$ cat config.mk
export PLATFORM = sky130hd
export DESIGN_NAME = clock_sync_ping_scanner_core
export DESIGN_NICKNAME = d
export VERILOG_FILES = /design/src/rtl/csps_pkg.sv /design/src/rtl/csps_ram.sv /design/src/rtl/clock_sync_ping_scanner_core.sv
export SDC_FILE = /design/constraint.sdc
export NUM_CORES = 2
export LEC_CHECK = 0
export BUFFER_PORTS_ARGS = -buffer_cell sky130_fd_sc_hd__buf_2
export CAP_MARGIN = 5
export CELL_PAD_IN_SITES_DETAIL_PLACEMENT = 0
export CELL_PAD_IN_SITES_GLOBAL_PLACEMENT = 1
export CORE_MARGIN = 2
export CORE_UTILIZATION = 49
export CTS_CLUSTER_SIZE = 10
export DETAILED_ROUTE_END_ITERATION = 10
export GPL_TIMING_DRIVEN = 0
export PLACE_DENSITY_LB_ADDON = 0.1
export REMOVE_ABC_BUFFERS = 1
export SLEW_MARGIN = 30
export SYNTH_ARGS = -nofsm -noshare
export SYNTH_HDL_FRONTEND = slang
export SYNTH_SLANG_ARGS = --single-unit
$ cat constraint.sdc
create_clock -name aclk -period 33.2 [get_ports aclk]
set_clock_uncertainty 0.2 [all_clocks]
set_input_delay 6.64 -clock aclk [delete_from_list [all_inputs] [get_ports aclk]]
set_output_delay 6.64 -clock aclk [all_outputs]
set_load 0.01 [all_outputs]
$ cat src/rtl/csps_pkg.sv
`timescale 1ns / 1ps
// Shared definitions for the clock-sync ping scanner: sizing constants,
// payload structs, result codes and the target-walk helper functions.
// No dependencies; rtl/clock_sync_ping_scanner_core.sv imports this package.
package csps_pkg;

    localparam int GRID_WIDTH   = 8;
    localparam int GRID_HEIGHT  = 8;
    localparam int CORES        = 18;
    localparam int DIM_ORDERS   = 6;
    localparam int PING_BIT_POS = 31;

    localparam int TABLE_SIZE = GRID_WIDTH * GRID_HEIGHT * (CORES + 1);
    localparam int ADDR_W     = $clog2(TABLE_SIZE);

    localparam int X_W     = 3;
    localparam int Y_W     = 3;
    localparam int CORE_W  = 5;
    localparam int ORDER_W = 3;
    localparam int CNT_W   = 16;
    localparam int DRIFT_W = 31;
    localparam int TIME_W  = 32;

    localparam logic [CNT_W-1:0]   CNT_MAX   = '1;
    localparam logic [DRIFT_W-1:0] DRIFT_MAX = '1;

    // Input item kinds.
    localparam logic KIND_TICK  = 1'b0;
    localparam logic KIND_REPLY = 1'b1;

    // Result item kinds.
    localparam logic [1:0] OUT_PING   = 2'd0;
    localparam logic [1:0] OUT_CORR   = 2'd1;
    localparam logic [1:0] OUT_REPORT = 2'd2;

    typedef struct packed {
        logic              kind;
        logic [TIME_W-1:0] remote_stamp;
        logic [TIME_W-1:0] now;
    } csps_in_t;

    typedef struct packed {
        logic [1:0]         out_kind;
        logic [X_W-1:0]     dest_x;
        logic [Y_W-1:0]     dest_y;
        logic [CORE_W-1:0]  dest_core;
        logic [ORDER_W-1:0] route_order;
        logic [TIME_W-1:0]  payload;
        logic [CNT_W-1:0]   responses;
        logic [CNT_W-1:0]   missing;
        logic [DRIFT_W-1:0] drift_total;
        logic               last;
    } csps_out_t;

    typedef struct packed {
        logic [X_W-1:0]    x;
        logic [Y_W-1:0]    y;
        logic [CORE_W-1:0] core;
    } csps_pos_t;

    typedef struct packed {
        csps_pos_t pos;
        logic      wrap;
    } csps_step_t;

    localparam csps_pos_t START_POS = '{x: '0, y: '0, core: CORE_W'(1)};

    // One step of the scan: x fastest, then y, then core; wrap flags a full pass.
    function automatic csps_step_t csps_advance(csps_pos_t p);
        csps_step_t r;
        r.pos  = p;
        r.wrap = 1'b0;
        if (p.x >= X_W'(GRID_WIDTH - 1)) begin
            r.pos.x = '0;
            if (p.y >= Y_W'(GRID_HEIGHT - 1)) begin
                r.pos.y = '0;
                if (p.core >= CORE_W'(CORES)) begin
                    r.pos.core = CORE_W'(1);
                    r.wrap     = 1'b1;
                end else begin
                    r.pos.core = p.core + 1'b1;
                end
            end else begin
                r.pos.y = p.y + 1'b1;
            end
        end else begin
            r.pos.x = p.x + 1'b1;
        end
        return r;
    endfunction

    // Next target to ping, stepping over the master's own position.
    function automatic csps_step_t csps_next_target(csps_pos_t p);
        csps_step_t s1;
        csps_step_t s2;
        csps_step_t r;
        s1 = csps_advance(p);
        s2 = csps_advance(s1.pos);
        r  = s1;
        if (s1.pos == START_POS) begin
            r.pos  = s2.pos;
            r.wrap = s1.wrap | s2.wrap;
        end
        return r;
    endfunction

    function automatic logic [ADDR_W-1:0] csps_addr(csps_pos_t p);
        int idx;
        idx = (int'(p.x) * GRID_HEIGHT + int'(p.y)) * (CORES + 1) + int'(p.core);
        return ADDR_W'(idx);
    endfunction

endpackage

$ cat src/rtl/csps_ram.sv
`timescale 1ns / 1ps
// Generic single-port-write, single-port-read RAM with a registered read.
// A read of the address being written in the same cycle returns the old data.
// No dependencies.
module csps_ram #(
    parameter int WIDTH = 8,
    parameter int DEPTH = 256
) (
    input  logic                     aclk,
    input  logic                     wr_en,
    input  logic [$clog2(DEPTH)-1:0] wr_addr,
    input  logic [WIDTH-1:0]         wr_data,
    input  logic                     rd_en,
    input  logic [$clog2(DEPTH)-1:0] rd_addr,
    output logic [WIDTH-1:0]         rd_data
);

    logic [WIDTH-1:0] mem_reg [DEPTH];
    logic [WIDTH-1:0] rd_data_reg;

    always_ff @(posedge aclk) begin
        if (wr_en) begin
            mem_reg[wr_addr] <= wr_data;
        end
        if (rd_en) begin
            rd_data_reg <= mem_reg[rd_addr];
        end
    end

    assign rd_data = rd_data_reg;

endmodule

$ cat src/rtl/clock_sync_ping_scanner_core.sv
`timescale 1ns / 1ps
// Top level of the clock-sync ping scanner: scan position, reply bookkeeping,
// routing-order table and result queue. Depends on csps_pkg and csps_ram.
//
// After reset the routing-order table (TABLE_SIZE = 1216 entries) is cleared
// one entry per cycle, so s_ready stays low until the clearing pass is done.
// From then on one transaction is taken per cycle while the output queue has
// room: it is latched in the input stage together with the table read for the
// target it will ping, and its results then enter a two-entry output queue
// once there is room for them. A tick that completes a full scan produces a
// report and a ping, and the single output port then sets the pace for that
// item; every other item produces a single result.
module clock_sync_ping_scanner_core (
    input  logic                 aclk,
    input  logic                 aresetn,
    input  logic                 s_valid,
    output logic                 s_ready,
    input  csps_pkg::csps_in_t   s_data,
    output logic                 m_valid,
    input  logic                 m_ready,
    output csps_pkg::csps_out_t  m_data
);
    import csps_pkg::*;

    // Table clearing pass.
    logic              clr_active_reg;
    logic [ADDR_W-1:0] clr_addr_reg;

    // Look-ahead scan position: where the last accepted tick will ping.
    csps_pos_t la_pos_reg;

    // Input stage.
    logic              a_valid_reg;
    csps_in_t          a_data_reg;
    csps_step_t        a_step_reg;
    logic [ADDR_W-1:0] a_rd_addr_reg;
    logic              fwd_hit_reg;
    logic [ORDER_W-1:0] fwd_data_reg;

    // Scanner state.
    csps_pos_t          cur_pos_reg,     cur_pos_next;
    logic [ORDER_W-1:0] sent_order_reg,  sent_order_next;
    logic [TIME_W-1:0]  send_stamp_reg,  send_stamp_next;
    logic [TIME_W-1:0]  error_value_reg, error_value_next;
    logic               reply_seen_reg,  reply_seen_next;
    logic [CNT_W-1:0]   reply_count_reg, reply_count_next;
    logic [CNT_W-1:0]   miss_count_reg,  miss_count_next;
    logic [DRIFT_W-1:0] drift_sum_reg,   drift_sum_next;

    // Output queue.
    csps_out_t  q_reg [2];
    csps_out_t  q0_next, q1_next;
    logic [1:0] q_cnt_reg, q_cnt_next;

    logic               accept;
    logic               pop;
    logic               a_is_tick;
    logic [1:0]         a_need;
    logic [1:0]         q_free;
    logic               a_fire;
    csps_step_t         la_step;
    logic [ADDR_W-1:0]  rd_addr;
    logic [ADDR_W-1:0]  cur_addr;
    logic [ORDER_W-1:0] ram_rd_data;
    logic [ORDER_W:0]   ord_plus;
    logic [ORDER_W-1:0] ord_inc;
    logic               tbl_wr_run;
    logic               ram_wr_en;
    logic [ADDR_W-1:0]  ram_wr_addr;
    logic [ORDER_W-1:0] ram_wr_data;
    logic [ORDER_W-1:0] ping_order;
    logic [TIME_W-1:0]  err_mag;
    logic [TIME_W:0]    drift_sum_wide;
    logic [CNT_W-1:0]   reply_count_upd;
    logic [CNT_W-1:0]   miss_count_upd;
    logic [DRIFT_W-1:0] drift_sum_upd;
    logic [TIME_W-1:0]  latency;
    logic [TIME_W-1:0]  reply_error;
    logic [TIME_W-1:0]  ping_bit;
    csps_out_t          res_ping, res_report, res_corr;
    csps_out_t          res0, res1;

    assign ping_bit = TIME_W'(1) << PING_BIT_POS;

    // ---------------------------------------------------------------- handshake
    assign pop       = m_valid && m_ready;
    assign a_is_tick = (a_data_reg.kind == KIND_TICK);
    assign a_need    = (a_is_tick && a_step_reg.wrap) ? 2'd2 : 2'd1;
    assign q_free    = (2'd2 - q_cnt_reg) + {1'b0, pop};
    assign a_fire    = a_valid_reg && (a_need <= q_free);
    assign s_ready   = !clr_active_reg && (!a_valid_reg || a_fire);
    assign accept    = s_valid && s_ready;

    // ---------------------------------------------------------------- table
    assign la_step  = csps_next_target(la_pos_reg);
    assign rd_addr  = csps_addr(la_step.pos);
    assign cur_addr = csps_addr(cur_pos_reg);

    // The entry of the current target always equals sent_order, since only a
    // tick on that target writes it, so the increment needs no table read.
    assign ord_plus   = {1'b0, sent_order_reg} + 1'b1;
    assign ord_inc    = (ord_plus >= (ORDER_W + 1)'(DIM_ORDERS)) ? '0
                                                                : ord_plus[ORDER_W-1:0];
    assign tbl_wr_run = a_fire && a_is_tick && !reply_seen_reg;

    assign ram_wr_en   = clr_active_reg || tbl_wr_run;
    assign ram_wr_addr = clr_active_reg ? clr_addr_reg : cur_addr;
    assign ram_wr_data = clr_active_reg ? '0 : ord_inc;

    csps_ram #(
        .WIDTH (ORDER_W),
        .DEPTH (TABLE_SIZE)
    ) u_order_ram (
        .aclk    (aclk),
        .wr_en   (ram_wr_en),
        .wr_addr (ram_wr_addr),
        .wr_data (ram_wr_data),
        .rd_en   (accept),
        .rd_addr (rd_addr),
        .rd_data (ram_rd_data)
    );

    // The ping target equals the target being booked only when the scan has
    // a single position; a write on the read's own edge is forwarded too.
    always_comb begin
        if (!reply_seen_reg && (cur_addr == a_rd_addr_reg)) begin
            ping_order = ord_inc;
        end else if (fwd_hit_reg) begin
            ping_order = fwd_data_reg;
        end else begin
            ping_order = ram_rd_data;
        end
    end

    // ---------------------------------------------------------------- datapath
    assign err_mag        = error_value_reg[TIME_W-1] ? (~error_value_reg + 1'b1)
                                                      : error_value_reg;
    assign drift_sum_wide = (TIME_W + 1)'(drift_sum_reg) + (TIME_W + 1)'(err_mag);

    always_comb begin
        reply_count_upd = reply_count_reg;
        miss_count_upd  = miss_count_reg;
        drift_sum_upd   = drift_sum_reg;
        if (!reply_seen_reg) begin
            if (miss_count_reg != CNT_MAX) begin
                miss_count_upd = miss_count_reg + 1'b1;
            end
        end else begin
            if (reply_count_reg != CNT_MAX) begin
                reply_count_upd = reply_count_reg + 1'b1;
            end
            if (drift_sum_wide > (TIME_W + 1)'(DRIFT_MAX)) begin
                drift_sum_upd = DRIFT_MAX;
            end else begin
                drift_sum_upd = drift_sum_wide[DRIFT_W-1:0];
            end
        end
    end

    assign latency     = (a_data_reg.now - send_stamp_reg) >> 1;
    assign reply_error = a_data_reg.now - (a_data_reg.remote_stamp + latency);

    always_comb begin
        res_ping             = '0;
        res_ping.out_kind    = OUT_PING;
        res_ping.dest_x      = a_step_reg.pos.x;
        res_ping.dest_y      = a_step_reg.pos.y;
        res_ping.dest_core   = a_step_reg.pos.core;
        res_ping.route_order = ping_order;
        res_ping.payload     = ping_bit;
        res_ping.last        = 1'b1;

        res_report             = '0;
        res_report.out_kind    = OUT_REPORT;
        res_report.responses   = reply_count_upd;
        res_report.missing     = miss_count_upd;
        res_report.drift_total = drift_sum_upd;

        res_corr             = '0;
        res_corr.out_kind    = OUT_CORR;
        res_corr.dest_x      = cur_pos_reg.x;
        res_corr.dest_y      = cur_pos_reg.y;
        res_corr.dest_core   = cur_pos_reg.core;
        res_corr.route_order = sent_order_reg;
        res_corr.payload     = reply_error & ~ping_bit;
        res_corr.last        = 1'b1;

        if (!a_is_tick) begin
            res0 = res_corr;
            res1 = res_ping;
        end else if (a_step_reg.wrap) begin
            res0 = res_report;
            res1 = res_ping;
        end else begin
            res0 = res_ping;
            res1 = res_report;
        end
    end

    always_comb begin
        cur_pos_next     = cur_pos_reg;
        sent_order_next  = sent_order_reg;
        send_stamp_next  = send_stamp_reg;
        error_value_next = error_value_reg;
        reply_seen_next  = reply_seen_reg;
        reply_count_next = reply_count_reg;
        miss_count_next  = miss_count_reg;
        drift_sum_next   = drift_sum_reg;
        if (a_fire) begin
            if (!a_is_tick) begin
                error_value_next = reply_error;
                reply_seen_next  = 1'b1;
            end else begin
                cur_pos_next    = a_step_reg.pos;
                sent_order_next = ping_order;
                send_stamp_next = a_data_reg.now;
                reply_seen_next = 1'b0;
                if (a_step_reg.wrap) begin
                    reply_count_next = '0;
                    miss_count_next  = '0;
                    drift_sum_next   = '0;
                end else begin
                    reply_count_next = reply_count_upd;
                    miss_count_next  = miss_count_upd;
                    drift_sum_next   = drift_sum_upd;
                end
            end
        end
    end

    // ---------------------------------------------------------------- output queue
    always_comb begin
        q0_next    = q_reg[0];
        q1_next    = q_reg[1];
        q_cnt_next = q_cnt_reg;
        if (pop) begin
            q0_next    = q_reg[1];
            q_cnt_next = q_cnt_reg - 1'b1;
        end
        if (a_fire) begin
            if (q_cnt_next == 2'd0) begin
                q0_next = res0;
                q1_next = res1;
            end else begin
                q1_next = res0;
            end
            q_cnt_next = q_cnt_next + a_need;
        end
    end

    assign m_valid = (q_cnt_reg != 2'd0);
    assign m_data  = q_reg[0];

    // ---------------------------------------------------------------- registers
    always_ff @(posedge aclk) begin
        if (!aresetn) begin
            clr_active_reg  <= 1'b1;
            clr_addr_reg    <= '0;
            la_pos_reg      <= START_POS;
            a_valid_reg     <= 1'b0;
            fwd_hit_reg     <= 1'b0;
            cur_pos_reg     <= START_POS;
            sent_order_reg  <= '0;
            send_stamp_reg  <= '0;
            error_value_reg <= '0;
            reply_seen_reg  <= 1'b1;
            reply_count_reg <= '0;
            miss_count_reg  <= '0;
            drift_sum_reg   <= '0;
            q_cnt_reg       <= '0;
        end else begin
            if (clr_active_reg) begin
                clr_addr_reg <= clr_addr_reg + 1'b1;
                if (clr_addr_reg == ADDR_W'(TABLE_SIZE - 1)) begin
                    clr_active_reg <= 1'b0;
                end
            end
            if (accept) begin
                a_valid_reg <= 1'b1;
                fwd_hit_reg <= tbl_wr_run && (cur_addr == rd_addr);
                if (s_data.kind == KIND_TICK) begin
                    la_pos_reg <= la_step.pos;
                end
            end else if (a_fire) begin
                a_valid_reg <= 1'b0;
            end
            cur_pos_reg     <= cur_pos_next;
            sent_order_reg  <= sent_order_next;
            send_stamp_reg  <= send_stamp_next;
            error_value_reg <= error_value_next;
            reply_seen_reg  <= reply_seen_next;
            reply_count_reg <= reply_count_next;
            miss_count_reg  <= miss_count_next;
            drift_sum_reg   <= drift_sum_next;
            q_cnt_reg       <= q_cnt_next;
        end
    end

    always_ff @(posedge aclk) begin
        if (accept) begin
            a_data_reg    <= s_data;
            a_step_reg    <= la_step;
            a_rd_addr_reg <= rd_addr;
            fwd_data_reg  <= ord_inc;
        end
        q_reg[0] <= q0_next;
        q_reg[1] <= q1_next;
    end

endmodule

==> qor.txt <==
Slew margin rel. = 0.282
Final hold viol count = 0
Drt total wl = 493000 µm
Detailed-route via count = 96300
CP endpoint kind = output pin
CTS tree = built
Status = complete, no violations
Synth top area share = 0.673
Hold path endpoint = send_stamp_reg[11]$_SDFFE_PN0P_
Achievable frequency = 0.0604 GHz
Die area = 0.356 mm²
Avg WL per Cell = 32.2 µm
Die extent in x = 596 µm
Net count, final = 10800
Core Region = 0.349 mm²
Crit path DAT = 9.71 ns
Largest net degree at the start of global routing = 65
Post-Syn Area = 0.172 mm²
Starting Density = 0.492
Clock sink count = 4135
Post-cts sizing count = 0
Number of port buffers = 182
Startpoint Class = input pin
Vias per cell = 6.28
Initial DRT Pass Iterations = 6
Worst Path Required = 26.36 ns
Area leader, netlist = edfxtp_1
Synth Flop Type = edfxtp_1
Tot GR Track Use = 0.276
Critical-path cell list = buf_2 -> nor2b_4 -> clkinv_2 -> buf_12 -> ha_1 -> xor2_1 -> ha_1 -> inv_1 -> nor2_1 -> o22a_1 -> a21oi_1 -> buf_2
Ratio of cells with drive above 1 in the final layout = 0.217
Total CTS buffers = 465
DP Cell Count = 14700
Crit path largest cell delay = 0.58 ns
Post-synth top cells = edfxtp_1, nor2_1, mux4_2, nand2_1, clkbuf_1
Slew Viols, Final = 0
Count of cell types in the netlist = 83
Crit Path Category = in2out
Filler instances = 26600
First-pass GRT wire length = 707000 µm
Peak VDD IR = 0.0449 mV
Worst hold slack = 0.264 ns
Worst Reg2Reg Path Length in Cells = 30
Hold Crit Class = reg2reg
Hold buffers post-CTS = 0
H-tree Lvls = 5
Max_cap viols = 0
Initial antenna violation count = 29
RSZ-0062 raised after global routing = no
Number of global-route vias before repair = 97100
Antenna viol nets, final = 0
Sequential fraction of the synthesis area = 0.706
Final core occ = 0.568
Final std cells w/o fill = 15300
Worst R2R End = u_order_ram.rd_data[0]$_DFFE_PP_
CTS clk-pin slew, worst paths = 0.06 ns
Yosys Warn Count = 0
Transition time of the tightest slew-check pin = 1.07 ns
Hold path startpoint = send_stamp_reg[11]$_SDFFE_PN0P_
Min cycle time layout = 16.56 ns
Final setup violation count = 0
Crit path max-delay cell type = nor2b_4
Fin crit share = 0.499
Leak = 0.0683 µW
Asr flop ratio synth = 0
Die span in y = 596 µm
Initial drt markers = 11400
Setup TNS Final = 0 ns
CTS root buffer = clkbuf_16
Post-DP HPWL = 329000 µm
#FFs+latches synth = 4135
Post-synth EDFFs = 3854
Worst skew pair latency = 1.03 ns
Num rows = 217
Top Ports = 183
# Post-CTS Setup Buffers = 0
DRC viols = 0
Syn_area_per_cell = 16.7 µm²
Max reg flops = 3648
Hold path depth = 2
Top-count cell post-synth = edfxtp_1
Synth top area cells = edfxtp_1, mux4_2, dfxtp_1, nor2_1, nand2_1
Layout area overhead = 15.3%
Fin area = 0.198 mm²
CP max FO = 23
Placement Cell Area = 0.185 mm²
GP Congestion = 0.813
Global route overflow = 0
Cell area power density = 53.7 mW/mm²
R2R Setup Slk = 22.52 ns
R2R Path Start = la_pos_reg[8]$_SDFFE_PN0P_
Synth Instances = 10300
CTS max path bufs = 4
[layout make-up]
class / instances / area [µm²] / share of cell area
diodes: 10 / 25.0 / 0.000126
flip-flops and latches: 4135 / 121000 / 0.612
clock buffers: 594 / 12400 / 0.0623
repair buffers: 596 / 10300 / 0.0520
inverters: 215 / 853 / 0.00430
well taps: 4599 / 5750 / 0.0290
clock inverters: 40 / 572 / 0.00288
multi-input cells: 5134 / 47100 / 0.237
[layer usage]
metal	GRT usage	part of all wire	up-vias
met4	0.0906	0.035	4
met5	0	0.000047	-
met2	0.447	0.48	4429
li1	-	-	40400
met3	0.0433	0.080	797
met1	0.385	0.40	50600
[worst max-delay path: cells and delay by family]
family	cells	cell delay, ns
buf+inv	5	1.23
simple gates	2	0.64
compound gates	2	0.53
fa+ha+maj	2	0.49
xor+xnor	1	0.15
[cells by family after synthesis]
| group | count (synthesis) | share of synthesized area |
|---|---|---|
| flip-flops | 4135 | 0.706 |
| XOR/XNOR | 178 | 0.00907 |
| buffers and inverters | 1026 | 0.0256 |
| AO/OA/AOI/OAI | 1130 | 0.0423 |
| multiplexers | 1168 | 0.142 |
| adder cells (fa/ha/maj) | 200 | 0.0166 |
| AND/OR/NAND/NOR | 2458 | 0.0587 |
[stage by stage]
| step | total power, µW | worst slack [ns] |
|---|---|---|
| final | 10600 | 16.65 |
| after global routing | 10900 | 16.40 |
| after CTS | 10700 | 16.60 |
| after detailed placement | 6180 | 16.62 |
| after global placement | 6170 | -36.28 |
| after floorplan | 6000 | -8.26 |
[layout by cell type (no fill, tap or decap), types with 18 or more instances in the layout]
cell,netlist,routed
edfxtp_1,3854,3854
nor2_1,1442,1417
mux4_2,1017,1017
nand2_1,607,523
clkbuf_16,0,471
dfxtp_1,281,278
buf_16,0,250
o21ai_0,245,243
a21oi_1,210,208
inv_1,211,203
buf_2,90,192
o22ai_1,164,164
ha_1,153,150
mux2i_1,145,145
xnor2_1,118,116
clkbuf_1,546,112
buf_12,0,94
nand3_1,90,87
nor3_1,82,73
a22oi_1,72,72
a31oi_1,65,64
a21o_1,66,64
xor2_1,60,60
a21boi_0,48,48
fa_1,47,46
nand2_2,0,44
nand2_4,0,40
or3_1,35,35
and2_1,36,34
buf_4,114,34
nor2b_1,38,33
a211oi_1,32,32
nand4_1,27,27
o31ai_1,25,24
and3_1,22,22
nand2b_1,21,19
o21a_1,19,19
a22o_1,18,18
o21bai_1,18,18
[power by group]
group / internal [µW] / total (µW) / switching (µW) / leakage, µW
registers: 5690 / 5740 / 54.2 / 0.0416
logic: 136 / 332 / 196 / 0.0204
clock network: 2600 / 4580 / 1980 / 0.00627
total: 8420 / 10600 / 2230 / 0.0683
[worst max-delay path by stage]
stage                                              start                                      to  slack [ns]
final                                            m_ready                                 s_ready       16.65
after global routing                             m_ready                                 s_ready       16.40
after CTS                                        m_ready                                 s_ready       16.60
after detailed placement                         m_ready                                 s_ready       16.62
after global placement    sent_order_reg[0]$_SDFFE_PN0P_  u_order_ram.mem_reg[1086][1]$_DFFE_PP_      -36.28
after floorplan               la_pos_reg[8]$_SDFFE_PN0P_              a_rd_addr_reg[0]$_DFFE_PP_       -8.26
No activity file was read; power rests on OpenSTA's default activity.
